File: config.mk
export PLATFORM = sky130hd
export DESIGN_NAME = codon_class_bias_counter
export DESIGN_NICKNAME = d
export VERILOG_FILES = /design/src/design/ccbc_pkg.sv /design/src/design/ccbc_ratio_unit.sv /design/src/design/codon_class_bias_counter.sv
export SDC_FILE = /design/constraint.sdc
export NUM_CORES = 2
export LEC_CHECK = 0
export BUFFER_PORTS_ARGS = -buffer_cell sky130_fd_sc_hd__buf_2
export CORE_MARGIN = 1
export CORE_UTILIZATION = 40
export DETAILED_ROUTE_END_ITERATION = 12
export PLACE_DENSITY = 0.64
export SLEW_MARGIN = 20
export SYNTH_ARGS = -nofsm -noshare
export SYNTH_HDL_FRONTEND = slang
export SYNTH_HIERARCHICAL = 1
export SYNTH_SLANG_ARGS = --single-unit
File: constraint.sdc
create_clock -name clk_i -period 6.7 [get_ports clk_i]
set_input_delay 0 -clock clk_i [delete_from_list [all_inputs] [get_ports clk_i]]
set_output_delay 0 -clock clk_i [all_outputs]
set_load 0.01 [all_outputs]
File: src/design/ccbc_pkg.sv
// Shared constants, codon class table and types for the codon class bias counter.
package ccbc_pkg;

  // Default widths of the window sums/running totals and of the sequence count
  localparam int COUNT_BITS_DEF  = 32;
  localparam int WINDOW_BITS_DEF = 16;

  // Fixed field and register widths
  localparam int CODON_W  = 6;
  localparam int WIN_REG_W = 16;
  localparam int WEIGHT_W = 24;
  localparam int BIAS_W   = 32;
  localparam int CFG_IDX_W = 2;
  localparam int CFG_DATA_W = 24;

  // Register reset values
  localparam logic [WIN_REG_W-1:0] WINDOW_RESET = 16'd1000;
  localparam logic [WEIGHT_W-1:0]  PRETC_WEIGHT_RESET = 24'd166819;
  localparam logic [WEIGHT_W-1:0]  SLAG_WEIGHT_RESET  = 24'd114688;

  // Register indexes
  localparam logic [CFG_IDX_W-1:0] REG_WINDOW_SEQUENCES = 2'd0;
  localparam logic [CFG_IDX_W-1:0] REG_PRETC_WEIGHT     = 2'd1;
  localparam logic [CFG_IDX_W-1:0] REG_SLAG_WEIGHT      = 2'd2;

  // Codon class bits
  localparam int CLASS_W = 7;
  localparam logic [CLASS_W-1:0] CL_P   = 7'h01;
  localparam logic [CLASS_W-1:0] CL_S   = 7'h02;
  localparam logic [CLASS_W-1:0] CL_N   = 7'h04;
  localparam logic [CLASS_W-1:0] CL_L   = 7'h08;
  localparam logic [CLASS_W-1:0] CL_NL  = 7'h0C;
  localparam logic [CLASS_W-1:0] CL_TAA = 7'h10;
  localparam logic [CLASS_W-1:0] CL_TAG = 7'h20;
  localparam logic [CLASS_W-1:0] CL_TGA = 7'h40;

  localparam int BIT_P   = 0;
  localparam int BIT_S   = 1;
  localparam int BIT_N   = 2;
  localparam int BIT_L   = 3;
  localparam int BIT_TAA = 4;
  localparam int BIT_TAG = 5;
  localparam int BIT_TGA = 6;

  // Membership of each codon, indexed by the 6-bit codon code
  localparam logic [CLASS_W-1:0] CLASS_TABLE [64] = '{
    // A
    CL_P,   CL_N,   CL_P,   CL_N,   CL_N,   CL_N,   CL_N,   CL_N,
    CL_S,   CL_L,   CL_L,   CL_L,   CL_N,   CL_N,   CL_N,   CL_N,
    // C
    CL_P,   CL_N,   CL_P,   CL_N,   CL_N,   CL_N,   CL_N,   CL_N,
    CL_S,   CL_L,   CL_S,   CL_L,   CL_N,   CL_N,   CL_N,   CL_N,
    // G
    CL_P,   CL_N,   CL_P,   CL_N,   CL_N,   CL_N,   CL_N,   CL_N,
    CL_S,   CL_L,   CL_L,   CL_L,   CL_NL,  CL_NL,  CL_NL,  CL_NL,
    // T
    CL_TAA, CL_P,   CL_TAG, CL_P,   CL_S,   CL_L,   CL_S,   CL_L,
    CL_TGA, CL_P,   CL_P,   CL_P,   CL_S,   CL_N,   CL_S,   CL_N
  };

  // Status from the ratio unit to the sequencer
  typedef struct packed {
    logic done;
    logic saturated;
  } ratio_stat_t;

endpackage

File: src/design/ccbc_ratio_unit.sv
// Iterative weight*num/den unit: shift-add multiply, then restoring divide, one shared adder.
module ccbc_ratio_unit #(
  parameter int COUNT_BITS = ccbc_pkg::COUNT_BITS_DEF
) (
  input  logic                              clk_i,
  input  logic                              rst_ni,
  input  logic                              start_i,
  input  logic [ccbc_pkg::WEIGHT_W-1:0]     weight_i,
  input  logic [COUNT_BITS-1:0]             num_i,
  input  logic [COUNT_BITS-1:0]             den_i,
  output ccbc_pkg::ratio_stat_t             stat_o,
  output logic [ccbc_pkg::BIAS_W-1:0]       quot_o
);

  localparam int WB     = ccbc_pkg::WEIGHT_W;
  localparam int QW     = ccbc_pkg::BIAS_W;
  localparam int PROD_W = COUNT_BITS + WB;
  localparam int UW     = PROD_W + 1;
  localparam int CNT_W  = $clog2(PROD_W);

  typedef enum logic [1:0] {
    R_IDLE,
    R_MUL,
    R_DIV
  } rstate_e;

  rstate_e             state_q;
  logic [CNT_W-1:0]    cnt_q;
  logic [WB-1:0]       w_q;
  logic [COUNT_BITS-1:0] num_q;
  logic [COUNT_BITS-1:0] den_q;
  logic [PROD_W-1:0]   acc_q;
  logic [COUNT_BITS-1:0] rem_q;
  logic [QW-1:0]       quot_q;
  logic                sat_q;
  logic                done_q;

  logic [UW-1:0]       op_a;
  logic [UW-1:0]       op_b;
  logic                sub;
  logic [UW:0]         sum;
  logic                ge;
  logic [COUNT_BITS:0] shifted_rem;

  // Shared adder: accumulate in multiply, trial subtract in divide
  always_comb begin
    shifted_rem = {rem_q, acc_q[PROD_W-1]};
    if (state_q == R_DIV) begin
      op_a = UW'(shifted_rem);
      op_b = UW'(den_q);
      sub  = 1'b1;
    end else begin
      op_a = {acc_q, 1'b0};
      op_b = w_q[WB-1] ? UW'(num_q) : '0;
      sub  = 1'b0;
    end
    sum = {1'b0, op_a} + {1'b0, (sub ? ~op_b : op_b)} + (UW+1)'(sub);
    ge  = sum[UW];
  end

  // Sequence the multiply and divide steps
  always_ff @(posedge clk_i or negedge rst_ni) begin
    if (!rst_ni) begin
      state_q <= R_IDLE;
      cnt_q   <= '0;
      w_q     <= '0;
      num_q   <= '0;
      den_q   <= '0;
      acc_q   <= '0;
      rem_q   <= '0;
      quot_q  <= '0;
      done_q  <= 1'b0;
      sat_q   <= 1'b0;
    end else begin
      // flag the last divide step
      done_q <= (state_q == R_DIV) && (cnt_q == '0);
      case (state_q)
        R_IDLE: begin
          if (start_i) begin
            w_q     <= weight_i;
            num_q   <= num_i;
            den_q   <= den_i;
            acc_q   <= '0;
            rem_q   <= '0;
            quot_q  <= '0;
            sat_q   <= 1'b0;
            cnt_q   <= CNT_W'(WB - 1);
            state_q <= R_MUL;
          end
        end
        R_MUL: begin
          acc_q <= sum[PROD_W-1:0];
          w_q   <= {w_q[WB-2:0], 1'b0};
          if (cnt_q == '0) begin
            cnt_q   <= CNT_W'(PROD_W - 1);
            state_q <= R_DIV;
          end else begin
            cnt_q <= cnt_q - 1'b1;
          end
        end
        R_DIV: begin
          // remainder stays below the divisor, so it fits the count width
          rem_q  <= ge ? sum[COUNT_BITS-1:0] : shifted_rem[COUNT_BITS-1:0];
          acc_q  <= {acc_q[PROD_W-2:0], 1'b0};
          quot_q <= {quot_q[QW-2:0], ge};
          if (quot_q[QW-1]) begin
            sat_q <= 1'b1;
          end
          if (cnt_q == '0) begin
            state_q <= R_IDLE;
          end else begin
            cnt_q <= cnt_q - 1'b1;
          end
        end
        default: state_q <= R_IDLE;
      endcase
    end
  end

  assign stat_o.done      = done_q;
  assign stat_o.saturated = sat_q;
  assign quot_o           = quot_q;

endmodule

File: src/design/codon_class_bias_counter.sv
// Top level: codon classification, window sums, running totals and bias sequencer.
//
// Input channel (s_axis): one codon per item; tdata = codon[5:0], codon_ok[6],
// zero pad [7]; tlast marks the last codon of a sequence.
// Output channel (m_axis): one result item per completed window of sequences.
// Configuration: cfg_we_i writes cfg_data_i into register cfg_idx_i
// (0 window length, 1 pre-termination weight, 2 SLAG weight); the user must
// write only while idle, as the block itself does not enforce it. An item
// that does not close a window is counted and the next item may follow at
// once. The item that closes a window holds s_axis_tready low while the
// ratio unit works out both biases one after the other through its shared
// adder; a zero denominator skips the ratio unit for that bias. The result
// then goes to an output register in state T_LOAD and the block is ready
// again. If the receiver still holds an earlier result, the block waits for
// it.
// Reset clears all sums, totals and the sequence count, restores the register
// defaults and empties the output register.
module codon_class_bias_counter #(
  parameter int COUNT_BITS  = ccbc_pkg::COUNT_BITS_DEF,
  parameter int WINDOW_BITS = ccbc_pkg::WINDOW_BITS_DEF
) (
  input  logic                                clk_i,
  input  logic                                rst_ni,
  // codon[5:0], codon_ok[6], pad[7]
  input  logic [7:0]                          s_axis_tdata,
  input  logic                                s_axis_tlast,
  input  logic                                s_axis_tvalid,
  output logic                                s_axis_tready,
  // pretc_bias[31:0], slag_bias[63:32], pretc_zero_denominator[64],
  // slag_zero_denominator[65], taa_seen[97:66], tag_seen[129:98],
  // tga_seen[161:130], bad_codons_seen[193:162], pad[199:194]
  output logic [199:0]                        m_axis_tdata,
  output logic                                m_axis_tvalid,
  input  logic                                m_axis_tready,
  input  logic                                cfg_we_i,
  input  logic [ccbc_pkg::CFG_IDX_W-1:0]      cfg_idx_i,
  input  logic [ccbc_pkg::CFG_DATA_W-1:0]     cfg_data_i
);

  localparam int CW  = COUNT_BITS;
  localparam int WW  = WINDOW_BITS;
  localparam int TW  = (WW > ccbc_pkg::WIN_REG_W) ? WW : ccbc_pkg::WIN_REG_W;
  localparam int EW  = (CW > 32) ? CW : 32;
  localparam int QW  = ccbc_pkg::BIAS_W;
  localparam logic [TW-1:0] WIN_MAX = TW'({WW{1'b1}});

  typedef enum logic [2:0] {
    T_IDLE,
    T_P_START,
    T_P_WAIT,
    T_S_START,
    T_S_WAIT,
    T_LOAD
  } tstate_e;

  // Configuration registers
  logic [ccbc_pkg::WIN_REG_W-1:0] window_q;
  logic [ccbc_pkg::WEIGHT_W-1:0]  pretc_weight_q;
  logic [ccbc_pkg::WEIGHT_W-1:0]  slag_weight_q;

  always_ff @(posedge clk_i or negedge rst_ni) begin
    if (!rst_ni) begin
      window_q       <= ccbc_pkg::WINDOW_RESET;
      pretc_weight_q <= ccbc_pkg::PRETC_WEIGHT_RESET;
      slag_weight_q  <= ccbc_pkg::SLAG_WEIGHT_RESET;
    end else if (cfg_we_i) begin
      case (cfg_idx_i)
        ccbc_pkg::REG_WINDOW_SEQUENCES: window_q <= cfg_data_i[ccbc_pkg::WIN_REG_W-1:0];
        ccbc_pkg::REG_PRETC_WEIGHT:     pretc_weight_q <= cfg_data_i;
        ccbc_pkg::REG_SLAG_WEIGHT:      slag_weight_q <= cfg_data_i;
        default: ;
      endcase
    end
  end

  tstate_e          state_q;
  logic [CW-1:0]    p_sum_q, s_sum_q, n_sum_q, l_sum_q;
  logic [CW-1:0]    taa_q, tag_q, tga_q, bad_q;
  logic [WW-1:0]    seq_q;
  logic [QW-1:0]    p_bias_q, s_bias_q;
  logic             p_zero_q, s_zero_q;
  logic [199:0]     out_data_q;
  logic             out_vld_q;

  function automatic logic [CW-1:0] sat_inc(input logic [CW-1:0] v, input logic en);
    return (en && (v != '1)) ? v + CW'(1) : v;
  endfunction

  function automatic logic [31:0] clip32(input logic [CW-1:0] v);
    logic [EW-1:0] ve;
    ve = EW'(v);
    return (ve > EW'(32'hFFFF_FFFF)) ? 32'hFFFF_FFFF : ve[31:0];
  endfunction

  // Classify the codon
  logic                          accept;
  logic [ccbc_pkg::CODON_W-1:0]  codon;
  logic                          codon_ok;
  logic [ccbc_pkg::CLASS_W-1:0]  cls;

  assign accept   = s_axis_tvalid && s_axis_tready;
  assign codon    = s_axis_tdata[ccbc_pkg::CODON_W-1:0];
  assign codon_ok = s_axis_tdata[ccbc_pkg::CODON_W];
  assign cls      = codon_ok ? ccbc_pkg::CLASS_TABLE[codon] : '0;

  // Window length check: zero counts as one, clipped to the counter range
  logic [WW-1:0] seq_inc;
  logic [TW-1:0] target;
  logic          window_done;

  always_comb begin
    seq_inc = (seq_q != '1) ? seq_q + WW'(1) : seq_q;
    target  = (window_q == '0) ? TW'(1) : TW'(window_q);
    if (target > WIN_MAX) begin
      target = WIN_MAX;
    end
    window_done = s_axis_tlast && (TW'(seq_inc) >= target);
  end

  // Ratio unit operands, chosen by phase
  logic                          ratio_start;
  logic                          slag_phase;
  logic [ccbc_pkg::WEIGHT_W-1:0] ratio_weight;
  logic [CW-1:0]                 ratio_num;
  logic [CW-1:0]                 ratio_den;
  ccbc_pkg::ratio_stat_t         ratio_stat;
  logic [QW-1:0]                 ratio_quot;
  logic [QW-1:0]                 ratio_res;

  assign slag_phase   = (state_q == T_S_START);
  assign ratio_weight = slag_phase ? slag_weight_q : pretc_weight_q;
  assign ratio_num    = slag_phase ? s_sum_q : p_sum_q;
  assign ratio_den    = slag_phase ? l_sum_q : n_sum_q;
  assign ratio_start  = ((state_q == T_P_START) && (n_sum_q != '0)) ||
                        ((state_q == T_S_START) && (l_sum_q != '0));
  assign ratio_res    = ratio_stat.saturated ? '1 : ratio_quot;

  ccbc_ratio_unit #(
    .COUNT_BITS(CW)
  ) u_ratio (
    .clk_i    (clk_i),
    .rst_ni   (rst_ni),
    .start_i  (ratio_start),
    .weight_i (ratio_weight),
    .num_i    (ratio_num),
    .den_i    (ratio_den),
    .stat_o   (ratio_stat),
    .quot_o   (ratio_quot)
  );

  // Sequencer, sums, totals and output register
  always_ff @(posedge clk_i or negedge rst_ni) begin
    if (!rst_ni) begin
      state_q    <= T_IDLE;
      p_sum_q    <= '0;
      s_sum_q    <= '0;
      n_sum_q    <= '0;
      l_sum_q    <= '0;
      taa_q      <= '0;
      tag_q      <= '0;
      tga_q      <= '0;
      bad_q      <= '0;
      seq_q      <= '0;
      p_bias_q   <= '0;
      s_bias_q   <= '0;
      p_zero_q   <= 1'b0;
      s_zero_q   <= 1'b0;
      out_data_q <= '0;
      out_vld_q  <= 1'b0;
    end else begin
      // drop the result once taken, unless a new one is loaded now
      if (out_vld_q && m_axis_tready && (state_q != T_LOAD)) begin
        out_vld_q <= 1'b0;
      end
      case (state_q)
        T_IDLE: begin
          if (accept) begin
            p_sum_q <= sat_inc(p_sum_q, cls[ccbc_pkg::BIT_P]);
            s_sum_q <= sat_inc(s_sum_q, cls[ccbc_pkg::BIT_S]);
            n_sum_q <= sat_inc(n_sum_q, cls[ccbc_pkg::BIT_N]);
            l_sum_q <= sat_inc(l_sum_q, cls[ccbc_pkg::BIT_L]);
            taa_q   <= sat_inc(taa_q, cls[ccbc_pkg::BIT_TAA]);
            tag_q   <= sat_inc(tag_q, cls[ccbc_pkg::BIT_TAG]);
            tga_q   <= sat_inc(tga_q, cls[ccbc_pkg::BIT_TGA]);
            bad_q   <= sat_inc(bad_q, !codon_ok);
            if (s_axis_tlast) begin
              seq_q <= seq_inc;
            end
            if (window_done) begin
              state_q <= T_P_START;
            end
          end
        end
        T_P_START: begin
          if (n_sum_q == '0) begin
            p_bias_q <= '0;
            p_zero_q <= 1'b1;
            state_q  <= T_S_START;
          end else begin
            p_zero_q <= 1'b0;
            state_q  <= T_P_WAIT;
          end
        end
        T_P_WAIT: begin
          if (ratio_stat.done) begin
            p_bias_q <= ratio_res;
            state_q  <= T_S_START;
          end
        end
        T_S_START: begin
          if (l_sum_q == '0) begin
            s_bias_q <= '0;
            s_zero_q <= 1'b1;
            state_q  <= T_LOAD;
          end else begin
            s_zero_q <= 1'b0;
            state_q  <= T_S_WAIT;
          end
        end
        T_S_WAIT: begin
          if (ratio_stat.done) begin
            s_bias_q <= ratio_res;
            state_q  <= T_LOAD;
          end
        end
        T_LOAD: begin
          // hold until the output register is free, then clear the window
          if (!out_vld_q || m_axis_tready) begin
            out_data_q <= {6'd0, clip32(bad_q), clip32(tga_q), clip32(tag_q),
                           clip32(taa_q), s_zero_q, p_zero_q, s_bias_q, p_bias_q};
            out_vld_q  <= 1'b1;
            p_sum_q    <= '0;
            s_sum_q    <= '0;
            n_sum_q    <= '0;
            l_sum_q    <= '0;
            seq_q      <= '0;
            state_q    <= T_IDLE;
          end
        end
        default: state_q <= T_IDLE;
      endcase
    end
  end

  assign s_axis_tready = (state_q == T_IDLE);
  assign m_axis_tvalid = out_vld_q;
  assign m_axis_tdata  = out_data_q;

endmodule

Word level (Yosys, flattened, before mapping)

Memories as Yosys holds them, arrays and structs flattened.
Index checks and enable logic that the tools add are counted.

Multiplexer cells: 73
Add/sub/neg operators: 12
Bitwise gates (word level): 2
Eq/ne operators: 36
$lt $le $gt $ge: 7
Reductions and logical operators: 57

Operators by type and width:

| kind                  | count |
|---|---|
| $mux 32               | 22 |
| $pmux 32 s2           | 8 |
| $add 32x1->32 const B | 8 |
| $ne 32x32->1 const B  | 8 |
| $mux 57               | 3 |
| $pmux 56 s3           | 1 |
| $gt 32x32->1 const B  | 4 |
| $mux 16               | 6 |
| $logic_not 32->1      | 2 |
| $reduce_bool 32->1    | 2 |
| $add 57x57->58        | 1 |
| $add 58x1->58         | 1 |
| $not 57->57           | 1 |
| $mux 56               | 1 |
| $mux 24               | 2 |
| $pmux 24 s2           | 1 |
| $pmux 16 s2           | 1 |
| $reduce_and 3->1      | 9 |
| $ne 2x1->1 const B    | 12 |
| $mux 7                | 3 |
| $reduce_and 4->1      | 5 |
| $mux 6                | 3 |
| $pmux 3 s6            | 1 |
| $pmux 6 s3            | 1 |
| other kinds (30)      | 81 |

Memories kept: 1
ROM bits: 448
Output and inout bits: 202
Register bits: 818

Memory list:

| name             | words | width | read ports | clocked after Yosys merged registers in | write ports | RTL line                        | RTL |
|---|---|---|---|---|---|---|---|
| (name not given) | 64    | 7     | 1          | 0                                       | 0           | codon_class_bias_counter.sv:104 | `assign cls = codon_ok ? ccbc_pkg::CLASS_TABLE[codon] : '0;` |

Longest topological paths before layout

Depth after elaboration: 9
Gate-level depth with buffers: 20

Modules after synthesis

The synthesis kept the hierarchy.

Modules (own cells, without submodules):

| module                   | times used | area each (um^2) | sequential area each (um^2) | cells each |
|---|---|---|---|---|
| codon_class_bias_counter | 1          | 28,145.7         | 15,036.9                    | 2,955 |
| ccbc_ratio_unit          | 1          | 13,195.2         | 5,455.2                     | 1,472 |

Worst setup path after synthesis

OpenSTA, ideal clock, no wires.

Path kind: flip-flop to flip-flop
Start point: reg u_ratio.state_q[0]
End point: reg u_ratio.acc_q[47]
Stages on the path, launching flop included: 18
Data required time: 6,574 ps
Library setup time: 126 ps
Slack: 2,333 ps
Data arrival time: 4,241 ps
Period minus slack after synthesis: 4,367 ps
Path through: dfrtp_1 -> inv_1 -> ha_1 -> buf_2 -> clkbuf_1 -> buf_1 -> mux2_2 -> ha_1 -> buf_6 -> a21o_1 -> a21o_1 -> a21oi_2 -> nor2_2 -> or4b_4 -> o211ai_2 -> a211oi_1 -> a311o_1 -> a221o_1

Cells in the longest elaborated chain, start to end: 7
Elaborated cells between the ends (all ways): 14
Those cells by class: add/sub (2); eq/ne (3); mux (5); bitwise (1); reduce/logical (3)

Ends and longest elaborated chain:

| element                | RTL line                                     | RTL |
|---|---|---|
| from (decl)            | ccbc_ratio_unit.sv:27                        | `rstate_e state_q;` |
| from (signal assigned) | ccbc_ratio_unit.sv:64                        | `state_q <= R_IDLE;` |
| from (signal assigned) | ccbc_ratio_unit.sv:88                        | `state_q <= R_MUL;` |
| from (signal assigned) | ccbc_ratio_unit.sv:96                        | `state_q <= R_DIV;` |
| $eq 2x2->1             | ccbc_ratio_unit.sv:48, ccbc_ratio_unit.sv:77 |  |
| $mux 57                | ccbc_ratio_unit.sv:48                        | `if (state_q == R_DIV) begin` |
| $not 57->57            | ccbc_ratio_unit.sv:57                        | `sum = {1'b0, op_a} + {1'b0, (sub ? ~op_b : op_b)} + (UW+1)'(sub);` |
| $mux 57                | ccbc_ratio_unit.sv:57                        |  |
| $add 57x57->58         | ccbc_ratio_unit.sv:57                        |  |
| $add 58x1->58          | ccbc_ratio_unit.sv:57                        |  |
| $pmux 56 s3            | ccbc_ratio_unit.sv:77                        | `case (state_q)` |
| to (signal assigned)   | ccbc_ratio_unit.sv:92                        | `acc_q <= sum[PROD_W-1:0];` |
| to (signal assigned)   | ccbc_ratio_unit.sv:104                       | `acc_q <= {acc_q[PROD_W-2:0], 1'b0};` |
| to (decl)              | ccbc_ratio_unit.sv:32                        | `logic [PROD_W-1:0] acc_q;` |

Several ways; a longest one is shown, not always the timed one.
A chain may end at the register's enable or synchronous reset.

Worst setup path after layout

Start point: reg u_ratio.state_q[0]
End point: reg u_ratio.rem_q[30]

Elaborated cells between the ends (all ways): 14
Those cells by class: add/sub (2); eq/ne (2); mux (6); bitwise (1); reduce/logical (3)

RTL lines:

| element              | RTL line               | RTL |
|---|---|---|
| $eq 2x2->1 (*)       | ccbc_ratio_unit.sv:48  |  |
| $mux 1 (*)           | ccbc_ratio_unit.sv:48  |  |
| via u_ratio.sub      | ccbc_ratio_unit.sv:40  | `logic sub;` |
| $mux 57              | ccbc_ratio_unit.sv:57  |  |
| $add 57x57->58       | ccbc_ratio_unit.sv:57  |  |
| $add 58x1->58 (*)    | ccbc_ratio_unit.sv:57  |  |
| $mux 32 (*)          | ccbc_ratio_unit.sv:103 | `rem_q <= ge ? sum[COUNT_BITS-1:0] : shifted_rem[COUNT_BITS-1:0];` |
| $pmux 32 s2 (*)      | ccbc_ratio_unit.sv:77  |  |
| to (signal assigned) | ccbc_ratio_unit.sv:103 |  |
| to (decl)            | ccbc_ratio_unit.sv:33  | `logic [COUNT_BITS-1:0] rem_q;` |

Mark *: on every way through the listed nets, which the timed path passes. The rest lies on a longest branch.

==> impl_metrics.toml <==
[outcome]
outcome = "complete, no violations"

[synth]
synth_area_leaders = "dfrtp_1 (48%), nand2_1 (8.9%), mux2_2 (6.4%)"
seq_area_frac_synth_pct = 49.6
synth_warnings = 6
yosysMostFrequentCell = "nand2_1"
syn_area_per_cell_um2 = 9.34
synthArstFlopShare_pct = 100
synth.distinct_cells = 93
syn_area_um2 = 41300
synth_top_area_share_pct = 48.4
synth_edf_count = 0
yosys_register_bits = 818
yosysTopAreaCell = "dfrtp_1"
synth_cells = 4427
synth_common_cells = "nand2_1 (985), dfrtp_1 (800), nor2_1 (284)"
ys.flop_type = "dfrtp_1"

[setup_path]
cp.arrival_ns = 6.10
slowest_stage = "and3_1"
crit_chain = "inv_1 > ha_2 > buf_4 > inv_1 > buf_4 > o21ai_0 > ha_1 > a21oi_1 > o21ai_0 > nand2b_1 > a41oi_1 > nand2_1 > buf_4 > and3_1 > buf_12 > nor3_1 > a211o_1"
worstReg2RegStart = "u_ratio/state_q[0]"
end_kind = "flop"
criticalPathCategory = "reg -> reg"
startpoint_type = "flop"
reg2regPathDepth = 17
path_delay_family = "buffers and inverters"
crit_fanout = 44
crit_buf_inv = 6
rrSetupSlack_ns = 1.15
r2r-end = "u_ratio/rem_q[30]"
timing.critical_path.from = "u_ratio/state_q[0]"
critical-path-max-stage-delay_ns = 0.75
crit_required_ns = 7.25
path_common_cell = "buf_4"

[cells_and_area]
area_delta_synth_final_pct = 14.9
design_area_um2 = 47500
layout-drive-gt1-share_pct = 16.0
multiInputGateArea_um2 = 19700
postLayoutCoreUtil_pct = 46.5
seq_area_um2 = 20500
fillCellCount = 9713
final_net_count = 4684
final_cells = 6020

[global_route]
gr-total-overflow = 0
grt_antenna_before_repair = 3
grt_first_pass_wirelength_um = 174000
grt_max_degree = 193
grt_pass1_vias = 31800
top_usage_layer = "met2"
gr-usage-met2_pct = 32.6
grtUsageTotal_pct = 20.5
met1_usage_pct = 28.4
grtUsageMet3_pct = 3.31

[place]
gp_congestion = 0.915
dp_cells = 5810
dp_hpwl_um = 71700
place_ws_ns = 1.30
dpl_cell_area_um2 = 43800
port_buffers = 234

[clock_network]
cts_buffer_depth = 3
clkTransAtPathRegs_ns = 0.06
insertion_delay_ns = 0.67
cts_made_buffers = 91
cts_tree = "yes"
h-tree-depth = 3
clkSinkCount = 818
post_cts_resized = 0
cts_root_buf = "clkbuf_16"

[floorplanning]
dieArea_um2 = 105000
initial_core_util_pct = 40.5
core-area_um2 = 102000
ios = 242
die_h_um = 323
rows = 117
die_w_um = 323

[drt]
drcViolationCount = 0
vias = 33000
wirelength_um = 108000
wl_per_cell_um = 17.9
drtIter0Drc = 2441
ant_nets = 0
dr.pass1.iters = 6
viasPerCell = 5.48

[flow_run]
maxCapViolations = 0

[timing]
relSlewSlack_pct = 22.4
tns_ns = 0
maxSlewViolCount = 0
finalHoldViolCount = 0
finalCritPeriodShare_pct = 82.8
setup_slack_ns = 1.15
fmax_mhz = 180
worstMarginPinSlew_ns = 1.16
period_minus_slack_ns = 5.55
finalSetupViolCount = 0
rsz0062_at_grt = "no"
fin_skew_ns = 0.0200

[power_and_ir_drop]
p_per_area_nw_per_um2 = 312
ir_worst_vdd_v = 0.000258
power_leakage_nw = 22.4

[hold_path]
worst_hold_path.num_cells = 5
min_path_type = "in -> reg"
min_to = "l_sum_q[13]"
hold_start = "s_axis_tvalid"
-- area by class of cell --
| type | count | share of cell area [%] |
|---|---|---|
| diodes | 1 | 0.00527 |
| inverters | 64 | 0.506 |
| well taps | 1368 | 3.60 |
| repair buffers | 325 | 4.48 |
| flip-flops and latches | 818 | 43.1 |
| clock inverters | 43 | 1.39 |
| clock buffers | 122 | 5.46 |
| multi-input cells | 3279 | 41.4 |
-- routing by layer --
| metal | part of all wire, % | up-vias |
|---|---|---|
| li1 | - | 15800 |
| met1 | 45 | 16100 |
| met2 | 46 | 897 |
| met3 | 5.6 | 182 |
| met4 | 2.7 | 4 |
| met5 | 0.025 | - |
-- state kept, by name, indices dropped and copies added (netlist names), 24 cells and up --
| signal | flops |
|---|---|
| bad_q | 32 |
| l_sum_q | 32 |
| m_axis_tdata | 194 |
| n_sum_q | 32 |
| p_bias_q | 32 |
| p_sum_q | 32 |
| pretc_weight_q | 24 |
| s_bias_q | 32 |
| s_sum_q | 32 |
| slag_weight_q | 24 |
| taa_q | 32 |
| tag_q | 32 |
| tga_q | 32 |
| u_ratio/acc_q | 56 |
| u_ratio/den_q | 32 |
| u_ratio/num_q | 32 |
| u_ratio/quot_o | 32 |
| u_ratio/rem_q | 32 |
| u_ratio/w_q | 24 |
-- where the power goes --
part	switching (mW)	internal (mW)	leakage, nW
clock network	2.11	3.24	1.58
logic	2.33	1.29	9.79
registers	0.460	5.41	11.0
total	4.90	9.94	22.4
-- cell families (layout without fill, tap and decap cells) --
logic type,Yosys count,after routing,synth area share [%]
buffers and inverters,335,554,3.22
DFF,818,818,49.6
and+or+nand+nor,1969,1969,21.9
other,1,7,0.00907
xor gates and xnor gates,247,247,5.23
muxes,276,276,7.40
AOI/OAI and AO/OA,716,716,10.7
adders and majority gates,65,65,1.99
-- worst reg2reg max path, cell delays in order (launching register included) --
cell and delay, ns:
dfrtp_1 0.40, inv_1 0.19, ha_2 0.31, buf_4 0.44, inv_1 0.54, buf_4 0.41, o21ai_0 0.21, ha_1 0.35
a21oi_1 0.23, o21ai_0 0.14, nand2b_1 0.10, a41oi_1 0.30, nand2_1 0.14, buf_4 0.31, and3_1 0.75, buf_12 0.25
nor3_1 0.06, a211o_1 0.29
-- repair_timing --
| action | CTS | global route |
|---|---|---|
| hold endpoints to repair | 183 | 0 |
| hold buffers | 42 | 0 |
| buffers inserted | 0 | 0 |
-- placed cells by master (no fill, tap or decap), drive strengths merged, types with 15 or more instances in the layout --
cell type,n
o21ai,279
clkinv,19
dfrtp,800
mux2i,40
nor3,90
mux2,236
and4,34
nor2,285
o211ai,15
or3,39
xnor2,126
or4,15
xor2,121
o22ai,64
buf,283
nand4,139
o21a,15
a21o,20
nand2,985
and2,20
and3,86
inv,67
nor4,45
dfstp,18
nand2b,18
ha,64
o31ai,23
nand3,155
a21oi,157
a22o,23
clkbuf,122
dlygate4sd3,42
-- metrics by stage --
| step | hold WS, ns | power [mW] |
|---|---|---|
| after floorplan | -0.296 | 8.38 |
| after global placement | 0.124 | 9.40 |
| after detailed placement | 0.123 | 9.48 |
| after CTS | 0.0102 | 14.9 |
| after global routing | 0.0717 | 15.6 |
| final | 0.0777 | 14.8 |
-- how the worst max path moves through the flow --
stage / end / cells after the start
global route: u_ratio/rem_q[30] / 17
CTS: u_ratio/rem_q[30] / 17
detailed placement: u_ratio/rem_q[21] / 17
floorplan: u_ratio/acc_q[47] / 17
global placement: u_ratio/rem_q[15] / 17
finish: u_ratio/rem_q[30] / 17
Note: power is estimated with default switching activity, not from simulation.
